<file path="config.mk">
export PLATFORM = sky130hd
export DESIGN_NAME = integer_literal_parser
export DESIGN_NICKNAME = d
export VERILOG_FILES = /design/src/hdl/ilp_pkg.sv /design/src/hdl/ilp_char_step.sv /design/src/hdl/ilp_out_reg.sv /design/src/hdl/integer_literal_parser.sv
export SDC_FILE = /design/constraint.sdc
export NUM_CORES = 1
export LEC_CHECK = 0
export BUFFER_PORTS_ARGS = -buffer_cell sky130_fd_sc_hd__clkbuf_2
export CORE_UTILIZATION = 30
export CTS_CLUSTER_SIZE = 24
export DETAILED_ROUTE_END_ITERATION = 7
export GPL_TIMING_DRIVEN = 0
export PLACE_DENSITY_LB_ADDON = 0.12
export SLEW_MARGIN = 20
export SYNTH_ARGS = -nofsm -noshare
export SYNTH_HDL_FRONTEND = slang
export SYNTH_SLANG_ARGS = --single-unit
</file>
<file path="constraint.sdc">
create_clock -name clk -period 6.9 [get_ports clk]
set_input_delay 0 -clock clk [delete_from_list [all_inputs] [get_ports clk]]
set_output_delay 0 -clock clk [all_outputs]
set_load 0.005 [all_outputs]
</file>
<file path="src/hdl/ilp_pkg.sv">
`default_nettype none
package ilp_pkg;

	typedef enum logic [1:0] {
		RADIX_DEC = 2'd0,
		RADIX_HEX = 2'd1,
		RADIX_OCT = 2'd2,
		RADIX_BIN = 2'd3
	} radix_t;

	typedef enum logic [2:0] {
		ST_OK        = 3'd0,
		ST_EMPTY     = 3'd1,
		ST_BAD_OCT   = 3'd2,
		ST_BAD_BIN   = 3'd3,
		ST_BAD_CHAR  = 3'd4,
		ST_OVERFLOW  = 3'd5,
		ST_NO_DIGITS = 3'd6
	} status_t;

	// character codes
	localparam logic [7:0] CH_0    = 8'h30;
	localparam logic [7:0] CH_1    = 8'h31;
	localparam logic [7:0] CH_8    = 8'h38;
	localparam logic [7:0] CH_9    = 8'h39;
	localparam logic [7:0] CH_APOS = 8'h27;
	localparam logic [7:0] CH_LA   = 8'h61;
	localparam logic [7:0] CH_LF   = 8'h66;
	localparam logic [7:0] CH_UA   = 8'h41;
	localparam logic [7:0] CH_UF   = 8'h46;
	localparam logic [7:0] CH_LX   = 8'h78;
	localparam logic [7:0] CH_UX   = 8'h58;
	localparam logic [7:0] CH_LO   = 8'h6f;
	localparam logic [7:0] CH_UO   = 8'h4f;
	localparam logic [7:0] CH_LB   = 8'h62;
	localparam logic [7:0] CH_UB   = 8'h42;

	localparam int ACC_W = 64;

	typedef struct packed {
		logic [7:0] ch;
		logic       no_char;
		logic       last;
	} in_item_t;

	typedef struct packed {
		logic [ACC_W-1:0] value;
		status_t          status;
	} out_item_t;

	typedef struct packed {
		logic [ACC_W-1:0] acc;
		radix_t           radix;
		logic [1:0]       pos;
		logic             fwz;
		logic             seen;
		status_t          err;
	} parse_state_t;

	localparam parse_state_t STATE_CLEAR = '{
		acc:   '0,
		radix: RADIX_DEC,
		pos:   2'd0,
		fwz:   1'b0,
		seen:  1'b0,
		err:   ST_OK
	};

endpackage
`default_nettype wire

</file>
<file path="src/hdl/ilp_char_step.sv">
`default_nettype none
module ilp_char_step (
	input  ilp_pkg::parse_state_t cur,
	input  ilp_pkg::in_item_t     item,
	output ilp_pkg::parse_state_t nxt,
	output ilp_pkg::out_item_t    res
);
	import ilp_pkg::*;

	always_comb begin
		logic [7:0]       c;
		logic [3:0]       digit;
		logic             dec_digit;
		logic             hex_letter;
		radix_t           sel;
		logic [ACC_W+3:0] wide;
		parse_state_t     tk;
		status_t          st;

		c          = item.ch;
		tk         = cur;
		digit      = 4'd0;
		dec_digit  = 1'b0;
		hex_letter = 1'b0;

		case (c) inside
			[CH_0:CH_9]: begin
				dec_digit = 1'b1;
				digit     = 4'(c - CH_0);
			end
			[CH_LA:CH_LF]: begin
				hex_letter = 1'b1;
				digit      = 4'(c - CH_LA + 8'd10);
			end
			[CH_UA:CH_UF]: begin
				hex_letter = 1'b1;
				digit      = 4'(c - CH_UA + 8'd10);
			end
			default: begin
				digit = 4'd0;
			end
		endcase

		case (c)
			CH_LX, CH_UX: sel = RADIX_HEX;
			CH_LO, CH_UO: sel = RADIX_OCT;
			CH_LB, CH_UB: sel = RADIX_BIN;
			default:      sel = RADIX_DEC;
		endcase

		// acc * radix by shifts, kept four bits wider for the overflow check
		case (cur.radix)
			RADIX_DEC: wide = {1'b0, cur.acc, 3'b000} + {3'b000, cur.acc, 1'b0};
			RADIX_HEX: wide = {cur.acc, 4'b0000};
			RADIX_OCT: wide = {1'b0, cur.acc, 3'b000};
			RADIX_BIN: wide = {3'b000, cur.acc, 1'b0};
			default:   wide = '0;
		endcase
		wide = wide + {{ACC_W{1'b0}}, digit};

		if (!item.no_char && cur.err == ST_OK) begin
			if (cur.pos != 2'd2)
				tk.pos = cur.pos + 2'd1;
			if (cur.radix == RADIX_DEC && cur.pos == 2'd1 && cur.fwz && sel != RADIX_DEC) begin
				// prefix letter: drop the leading zero and restart
				tk.radix = sel;
				tk.acc   = '0;
				tk.seen  = 1'b0;
				tk.pos   = 2'd0;
			end else begin
				if (cur.pos == 2'd0)
					tk.fwz = (c == CH_0);
				if (c != CH_APOS) begin
					if (cur.radix == RADIX_OCT && (c == CH_8 || c == CH_9))
						tk.err = ST_BAD_OCT;
					else if (cur.radix == RADIX_BIN && c != CH_0 && c != CH_1)
						tk.err = ST_BAD_BIN;
					else if (!dec_digit && !(cur.radix == RADIX_HEX && hex_letter))
						tk.err = ST_BAD_CHAR;
					else if (wide[ACC_W+3:ACC_W] != 4'd0)
						tk.err = ST_OVERFLOW;
					else begin
						tk.acc  = wide[ACC_W-1:0];
						tk.seen = 1'b1;
					end
				end
			end
		end

		if (tk.err != ST_OK)
			st = tk.err;
		else if (tk.pos == 2'd0)
			st = ST_EMPTY;
		else if (!tk.seen)
			st = ST_NO_DIGITS;
		else
			st = ST_OK;

		res.status = st;
		res.value  = (st == ST_OK) ? tk.acc : '0;
		nxt        = item.last ? STATE_CLEAR : tk;
	end

endmodule
`default_nettype wire

</file>
<file path="src/hdl/ilp_out_reg.sv">
`default_nettype none
module ilp_out_reg (
	input  wire                clk,
	input  wire                arst_n,
	input  wire                load,
	input  ilp_pkg::out_item_t load_item,
	input  wire                res_ready,
	output logic               res_valid,
	output ilp_pkg::out_item_t res_item,
	output logic               free
);
	import ilp_pkg::*;

	assign free = !res_valid || res_ready;

	always_ff @(posedge clk or negedge arst_n) begin
		if (!arst_n) begin
			res_valid <= 1'b0;
		end else if (free) begin
			res_valid <= load;
		end
	end

	// hold the result until transfer
	always_ff @(posedge clk) begin
		if (load && free)
			res_item <= load_item;
	end

endmodule
`default_nettype wire

</file>
<file path="src/hdl/integer_literal_parser.sv">
`default_nettype none
// Integer literal parser.
// Character channel (char_valid/char_ready/char_item): one ASCII character per
// transfer, with no_char marking an item that only ends the string and last
// marking the final item of a literal. A leading 0x, 0o or 0b (either case)
// picks the radix, apostrophes are skipped, and the first error sticks.
// Result channel (res_valid/res_ready/res_item): one value and status for each
// transfer that had last set; value is zero whenever status is not ok.
// Order: a character is held in the input register and the parse state updates
// as it leaves; the result of a last item is then registered in the output
// register before it shows on the result channel. Throughput: one character
// per cycle unless a last item waits on a stalled result, set by the state
// update (shift-add of acc*radix+digit, overflow bits) feeding back on itself.
// Stall: while a result waits, further characters still transfer and parse; only
// a following last item waits in the input register, and char_ready drops then.
// Reset (arst_n low): both channels go empty and the parse state clears.
module integer_literal_parser (
	input  wire               clk,
	input  wire               arst_n,
	input  wire               char_valid,
	output logic              char_ready,
	input  ilp_pkg::in_item_t  char_item,
	output logic              res_valid,
	input  wire               res_ready,
	output ilp_pkg::out_item_t res_item
);
	import ilp_pkg::*;

	logic         valid_s1;
	in_item_t     item_s1;
	parse_state_t state_q;
	parse_state_t state_nxt;
	out_item_t    res_nxt;
	logic         out_free;
	logic         advance;

	// retire the staged item unless it carries a result with nowhere to go
	assign advance    = valid_s1 && (!item_s1.last || out_free);
	assign char_ready = !valid_s1 || advance;

	always_ff @(posedge clk or negedge arst_n) begin
		if (!arst_n) begin
			valid_s1 <= 1'b0;
		end else if (char_ready) begin
			valid_s1 <= char_valid;
		end
	end

	always_ff @(posedge clk) begin
		if (char_valid && char_ready)
			item_s1 <= char_item;
	end

	// parse state advances once per retired item, clears after a last item
	always_ff @(posedge clk or negedge arst_n) begin
		if (!arst_n) begin
			state_q <= STATE_CLEAR;
		end else if (advance) begin
			state_q <= state_nxt;
		end
	end

	ilp_char_step u_step (
		.cur  (state_q),
		.item (item_s1),
		.nxt  (state_nxt),
		.res  (res_nxt)
	);

	ilp_out_reg u_out (
		.clk       (clk),
		.arst_n    (arst_n),
		.load      (advance && item_s1.last),
		.load_item (res_nxt),
		.res_ready (res_ready),
		.res_valid (res_valid),
		.res_item  (res_item),
		.free      (out_free)
	);

endmodule
`default_nettype wire

</file>
==> metrics.txt, run 1 <==
total die area=0.0530 mm²; most frequent cells in the layout=213 x nand2_1, 146 x a21oi_1, 145 x nor2_1; total CTS buffers=17; I/O Buffers=82; dpl cell area=0.0170 mm²; crit-path cells=ha_1 -> clkbuf_1 -> nand2_1 -> nor2_1 -> nand2_1 -> a2111oi_2 -> o211ai_1 -> nor4_2 -> nand4_1 -> or3_4 -> nor3_2 -> xnor2_1 -> and3_1 -> buf_4 -> o21ai_4 -> buf_4 -> clkbuf_16 -> buf_4 -> nor3_2; # DRC=0; Netlist cell types=98; clock buffer depth=2; Final Hold Slack=0.0849 ns; Top cell by count, worst path=buf_4; Clock Sinks=152; post-synthesis cell area=0.0156 mm²; Yosys reg bits=152; Data required, critical path=7.21 ns; Die Wd=230 µm; fmax=145 MHz; Initial Util=30.4%; Total GRT Usage=28.7%; largest net degree at the start of global routing=76; Startpoint Class=flip-flop; Final Total Pwr=2.19 mW; clk slew on worst S/H paths=0.07 ns; antenna-violating nets left=0; Worst Path Arrival=7.21 ns; Post-DP HPWL=59800 µm; hold crit path type=input port to async pin; die height=230 µm; CP bufs+invs=5; unrepaired setup endpoints after global routing=false; number of cell rows=83; Crit. End Element=flip-flop; crit path max fanout=9; delay-heaviest family, CP=simple AND/OR/NAND/NOR gates; CP max stage cell=nor4_2; critical path type=flip-flop to flip-flop; synth-to-layout area growth=17.1%; Max Slew Vio Count=0; Synth Instances=1890; reported max-cap violation count=0; run status=complete, no violations; Final Hold Viols=0; register area share after synthesis=26.8%; min cycle time layout=6.89 ns; Peak VDD IR=167 µV; P per Cell Area=119 mW/mm²; Final nets=2113; num ports=83; Final Setup Violations=0; Diodes inserted=0; static leakage=6.64 nW; EDFF count, synth=77; DRT iter0 DRCs=1379; Clock Latency Late Sink=0.51 ns; worst setup margin=0.00753 ns; first-pass GRT wire length=111000 µm; layout cells sized above 1=18.1%; first-pass iteration count of the detailed router=5; initial antenna violation count=0; grt ovf=0; vias in the first global route=16000; CTS H-tree depth=4; setup TNS=0 ns; fraction of registers with async set or reset after synthesis=49.3%; vias per cell=5.96; commonest non-fill, non-tap cell in the layout=nand2_1; crit share post-route=99.9%; fin area=0.0183 mm²; final wirelength=76000 µm; Largest stage delay, worst path=0.76 ns; syn_nets=1979; Root Buffer=clkbuf_16; top_reg_cell synth=edfxtp_1; Slew @ Worst Pin=1.18 ns; Slew HR=21.1%; syn avg cell area=8.27 µm²; clock skew=0.0107 ns; Core ar.=0.0514 mm²; drt wl/cell=28.0 µm; gpl congestion=1.03; Synth warnings=0; CTS tree=built; DR vias=16200; post-place setup slack=-3.58 ns
stage by stage:
stage          cells  utilization, %
3_3_place_gp    2652            32.9
6_report        2717            35.6
3_5_place_dp    2655            33.0
4_1_cts         2710            35.2
2_1_floorplan   1890               -
5_1_grt         2717            35.6
final timing paths:
kind | cells after the start | start | slack [ns] | to
setup reg to reg | 19 | state_q[50]$_DFFE_PN0P_ | 0.008 | u_out.res_item[5]$_SDFFCE_PP0P_
hold reg to reg | 2 | state_q[6]$_DFFE_PN0P_ | 0.53 | state_q[6]$_DFFE_PN0P_
max in group asynchronous | 3 | arst_n | 6.44 | state_q[10]$_DFFE_PN0P_
min in group clk | 2 | char_item[1] | 0.20 | item_s1[1]$_DFFE_PP_
setup / recovery | 19 | state_q[50]$_DFFE_PN0P_ | 0.008 | u_out.res_item[5]$_SDFFCE_PP0P_
hold / removal | 3 | arst_n | 0.08 | state_q[52]$_DFFE_PN0P_
power breakdown:
group	total, mW	internal [mW]	switching [mW]
clock network	0.967	0.519	0.447
registers	0.990	0.980	0.0106
logic	0.229	0.0750	0.154
total	2.19	1.57	0.612
Yosys cell counts, types with 11 or more instances:
| cell type | n | share of area, % |
|---|---|---|
| edfxtp_1 | 77 | 15 |
| xor2_1 | 32 | 1.8 |
| buf_2 | 32 | 1.0 |
| ha_1 | 73 | 5.8 |
| buf_4 | 14 | 0.67 |
| a22oi_1 | 48 | 2.3 |
| a22o_1 | 46 | 2.6 |
| mux2i_1 | 39 | 2.5 |
| or3_1 | 18 | 0.72 |
| or4_1 | 15 | 0.72 |
| and2_1 | 11 | 0.44 |
| o211ai_1 | 28 | 1.3 |
| mux2_2 | 13 | 0.94 |
| dfrtp_1 | 75 | 12 |
| nor4_1 | 21 | 0.84 |
| a31oi_1 | 17 | 0.68 |
| nor3_1 | 45 | 1.4 |
| nor2_1 | 148 | 3.6 |
| nand2_1 | 214 | 5.1 |
| nor3_2 | 49 | 3.1 |
| a21o_1 | 22 | 1.1 |
| a211oi_1 | 19 | 0.91 |
| o21a_1 | 17 | 0.82 |
| clkbuf_1 | 74 | 1.8 |
| nand2b_1 | 22 | 0.88 |
| nand3_1 | 35 | 1.1 |
| o21ai_0 | 109 | 3.5 |
| inv_1 | 33 | 0.79 |
| a21oi_1 | 147 | 4.7 |
| o21ai_1 | 13 | 0.42 |
| o221ai_1 | 13 | 0.73 |
| o2bb2ai_1 | 18 | 1.0 |
| a211oi_2 | 14 | 1.1 |
| and3_1 | 15 | 0.60 |
| xnor2_1 | 55 | 3.1 |
| nand4_1 | 60 | 2.4 |
| o31ai_1 | 15 | 0.72 |
metal layers:
metal / track usage (%) / vias up / part of all wire, %
li1: - / 7517 / -
met1: 38.2 / 8037 / 45
met2: 46.7 / 520 / 46
met3: 3.62 / 106 / 4.8
met4: 12.3 / 0 / 3.6
met5: 0 / - / 0
state kept, by name, summed over array words and instances (netlist names):
register,flops
item_s1,10
state_q,73
u_out.res_item,67
u_out.res_valid,1
valid_s1,1
tightest hold or removal path: cells and delay by family:
| kind | cells | cell delay, ns |
|---|---|---|
| buffers and inverters | 3 | 0.99 |
logic make-up (layout without fill, tap and decap cells):
logic type / count (synthesis) / after routing / synth area share, %
AOI/OAI and AO/OA: 630 / 630 / 27.9
buffers and inverters: 173 / 320 / 5.23
and+or+nand+nor: 712 / 712 / 24.4
xor gates and xnor gates: 87 / 87 / 4.87
adders and majority gates: 75 / 75 / 6.10
muxes: 61 / 61 / 4.68
DFF: 152 / 152 / 26.8
repair_timing:
| item | in CTS | in global routing |
|---|---|---|
| buffers inserted | 12 | 7 |
| hold endpoints to repair | 87 | 0 |
| cloned | 0 | 1 |
| pin swaps | 4 | 2 |
| endpoints found under the setup margin | 134 | 130 |
| resized for setup | 97 | 46 |
| hold buffers | 14 | 0 |
final cells by class:
class,count,area (µm²)
Fill cell,5427,33100
Multi-Input combinational cell,1565,10800
Sequential cell,152,4190
Buffer,136,946
Tap cell,680,851
Timing Repair Buffer,119,800
Clock buffer,20,458
Inverter,33,130
Clock inverter,12,118
Note: power is estimated with default switching activity, not from simulation.
==> inputs of run 2 (changes only) <==
Clock period 6.9 ns to 7.89 ns, I/O delays scaled along.
==> run 2 against run 1 <==
Net effect: worst hold slack lost 0.0075 ns; critical path depth up 10; critical endpoint is now u_out.res_item[51]$_SDFFCE_PP0P_; sequential power shrank 13%; maximum frequency down 9.0%; combinational power fell by 17%; final area fell by 2.4%; largest cell class unchanged; largest power group unchanged; utilization fell by 0.84 points; die area did not move; total power down 13%; highest routed layer unchanged; flip-flop and latch count unchanged; register-to-register slack improved by 0.31 ns; non-clock buffer count decreased by 11.
==> metrics.txt, run 2 (synthesis results as in run 1) <==
run status=complete, no violations; gpl congestion=1.03 (unchanged); clock skew=0.0155 ns (+0.00486 ns); global route hottest layer=met2; RR Startpoint=state_q[8]$_DFFE_PN0P_; crit path max fanout=19 (+10); # DRC=0 (unchanged); Diodes inserted=0 (unchanged); Worst Path Arrival=7.82 ns (+0.61 ns); Clock Sinks=152 (unchanged); crit share post-route=96.0% (-3.9 points); reg2reg end=u_out.res_item[51]$_SDFFCE_PP0P_; most frequent cells in the layout=214 x nand2_1, 148 x nor2_1, 147 x a21oi_1; r2r setup slk=0.31 ns (+0.31 ns); commonest non-fill, non-tap cell in the layout=nand2_1; first-pass iteration count of the detailed router=5 (unchanged); hold crit path type=input port to async pin; Final Total Pwr=1.90 mW (-13%); grt ovf=0 (unchanged); Slew @ Worst Pin=1.14 ns (-0.0485 ns); Initial Util=30.4% (unchanged); antenna-violating nets left=0 (unchanged); Peak VDD IR=146 µV (-12%); CP max stage cell=or4b_4; met2 usage=46.4% (-0.24 points); DR vias=16300 (+0.60%); Final Hold Slack=0.0774 ns (-0.00753 ns); clk slew on worst S/H paths=0.07 ns (about the same); Top cell by count, worst path=buf_4; fmax=132 MHz (-9.0%); total die area=0.0530 mm² (unchanged); synth-to-layout area growth=14.3%; Final Hold Viols=0 (unchanged); P per Cell Area=106 mW/mm² (-11%); Core Util, Final=34.8% (-0.84 points); Core ar.=0.0514 mm² (unchanged); static leakage=6.42 nW (-3.2%); Reg with most FFs=state_q; Reg area=0.00419 mm² (unchanged); CTS H-tree depth=4 (unchanged); layout cells sized above 1=16.0% (-2.0 points); DRT iter0 DRCs=1442 (+4.6%); met3 usage=4.74% (+1.1 points); reported max-cap violation count=0 (unchanged); Slew HR=24.3% (+3.2 points); max FFs per register=73 (unchanged); Final Setup Violations=0 (unchanged); final wirelength=75400 µm (-0.79%); Root Buffer=clkbuf_16; vias in the first global route=15900 (-0.39%); Largest stage delay, worst path=0.54 ns (-0.22 ns); clock buffer depth=2 (unchanged); initial antenna violation count=0 (unchanged); first-pass GRT wire length=110000 µm (-0.44%); setup TNS=0 ns (unchanged); min cycle time layout=7.58 ns (+0.684 ns); vias per cell=6.02 (+1.0%); Startpoint Class=flip-flop; GRT met1 Usage=37.6% (-0.54 points); Max Slew Vio Count=0 (unchanged); multi-input combinational cell area=0.0107 mm² (-1.2%); Post-DP HPWL=59800 µm (unchanged); drt wl/cell=27.9 µm (-0.38%); FF-to-FF path depth=29 (+10); Die Wd=230 µm (unchanged); largest net degree at the start of global routing=76 (unchanged); fillers=5459 (+0.59%); Clock Latency Late Sink=0.51 ns (about the same); I/O Buffers=82 (unchanged); top flop regs=state_q (73), u_out.res_item (67), item_s1 (10); number of cell rows=83 (unchanged); unrepaired setup endpoints after global routing=false; num ports=83 (unchanged); die height=230 µm (unchanged); total CTS buffers=17 (unchanged); Data required, critical path=8.14 ns (+0.93 ns); Final nets=2102 (-0.52%); Crit. End Element=flip-flop; critical path type=flip-flop to flip-flop; Total GRT Usage=28.6% (-0.12 points); CTS tree=built
run 2: final cells by class:
| class | instances | share of cell area, % |
|---|---|---|
| clock buffer | 20 | 2.56 |
| tap | 680 | 4.76 |
| multi-input combinational | 1565 | 59.8 |
| inverter | 33 | 0.728 |
| sequential | 152 | 23.4 |
| timing repair buffer | 110 | 4.00 |
| buffer | 134 | 4.08 |
| clock inverter | 12 | 0.658 |
run 2: repair_timing:
| action | CTS | global route |
|---|---|---|
| hold buffers | 14 | 0 |
| setup buffers | 4 | 7 |
| pin swaps | 3 | 1 |
| resized for setup | 33 | 12 |
| endpoints found under the setup margin | 134 | 122 |
| hold endpoints to repair | 87 | 0 |
run 2: report_power, final:
| part | switching (mW) | leakage (nW) | internal [mW] |
|---|---|---|---|
| Combinational | 0.133 | 4.37 | 0.0567 |
| Sequential | 0.00961 | 1.79 | 0.857 |
| Clock | 0.391 | 0.269 | 0.454 |
run 2: worst max path at each step:
| stage | start | endpoint | cells after the start |
|---|---|---|---|
| 4_1_cts | state_q[7]$_DFFE_PN0P_ | u_out.res_item[46]$_SDFFCE_PP0P_ | 27 |
| 6_report | state_q[8]$_DFFE_PN0P_ | u_out.res_item[51]$_SDFFCE_PP0P_ | 29 |
| 3_5_place_dp | state_q[8]$_DFFE_PN0P_ | u_out.res_item[51]$_SDFFCE_PP0P_ | 24 |
| 2_1_floorplan | state_q[8]$_DFFE_PN0P_ | u_out.res_item[17]$_SDFFCE_PP0P_ | 27 |
| 5_1_grt | state_q[8]$_DFFE_PN0P_ | u_out.res_item[48]$_SDFFCE_PP0P_ | 29 |
| 3_3_place_gp | state_q[8]$_DFFE_PN0P_ | u_out.res_item[5]$_SDFFCE_PP0P_ | 24 |
run 2: layer usage:
metal / vias up / share of wire [%]
li1: 7498 / -
met1: 8091 / 44
met5: - / 0
met2: 575 / 46
met3: 113 / 5.8
met4: 0 / 3.6
run 2: metrics by stage:
step | instances | worst slack (ns) | area [µm²]
after floorplan | 1890 | 1.43 | 15600
after global placement | 2652 | -3.17 | 16900
after detailed placement | 2655 | -2.59 | 17000
after CTS | 2701 | 0.0295 | 17800
after global routing | 2706 | 0.0629 | 17900
final | 2706 | 0.314 | 17900
run 2: worst max-delay path: cells and delay by family (launching register included):
family,cells,cell delay (ns)
AND/OR/NAND/NOR,12,2.81
multiplexers,1,0.38
flip-flops,1,0.38
adder cells (fa/ha/maj),2,0.56
AO/OA/AOI/OAI,2,0.48
buffers and inverters,12,2.61
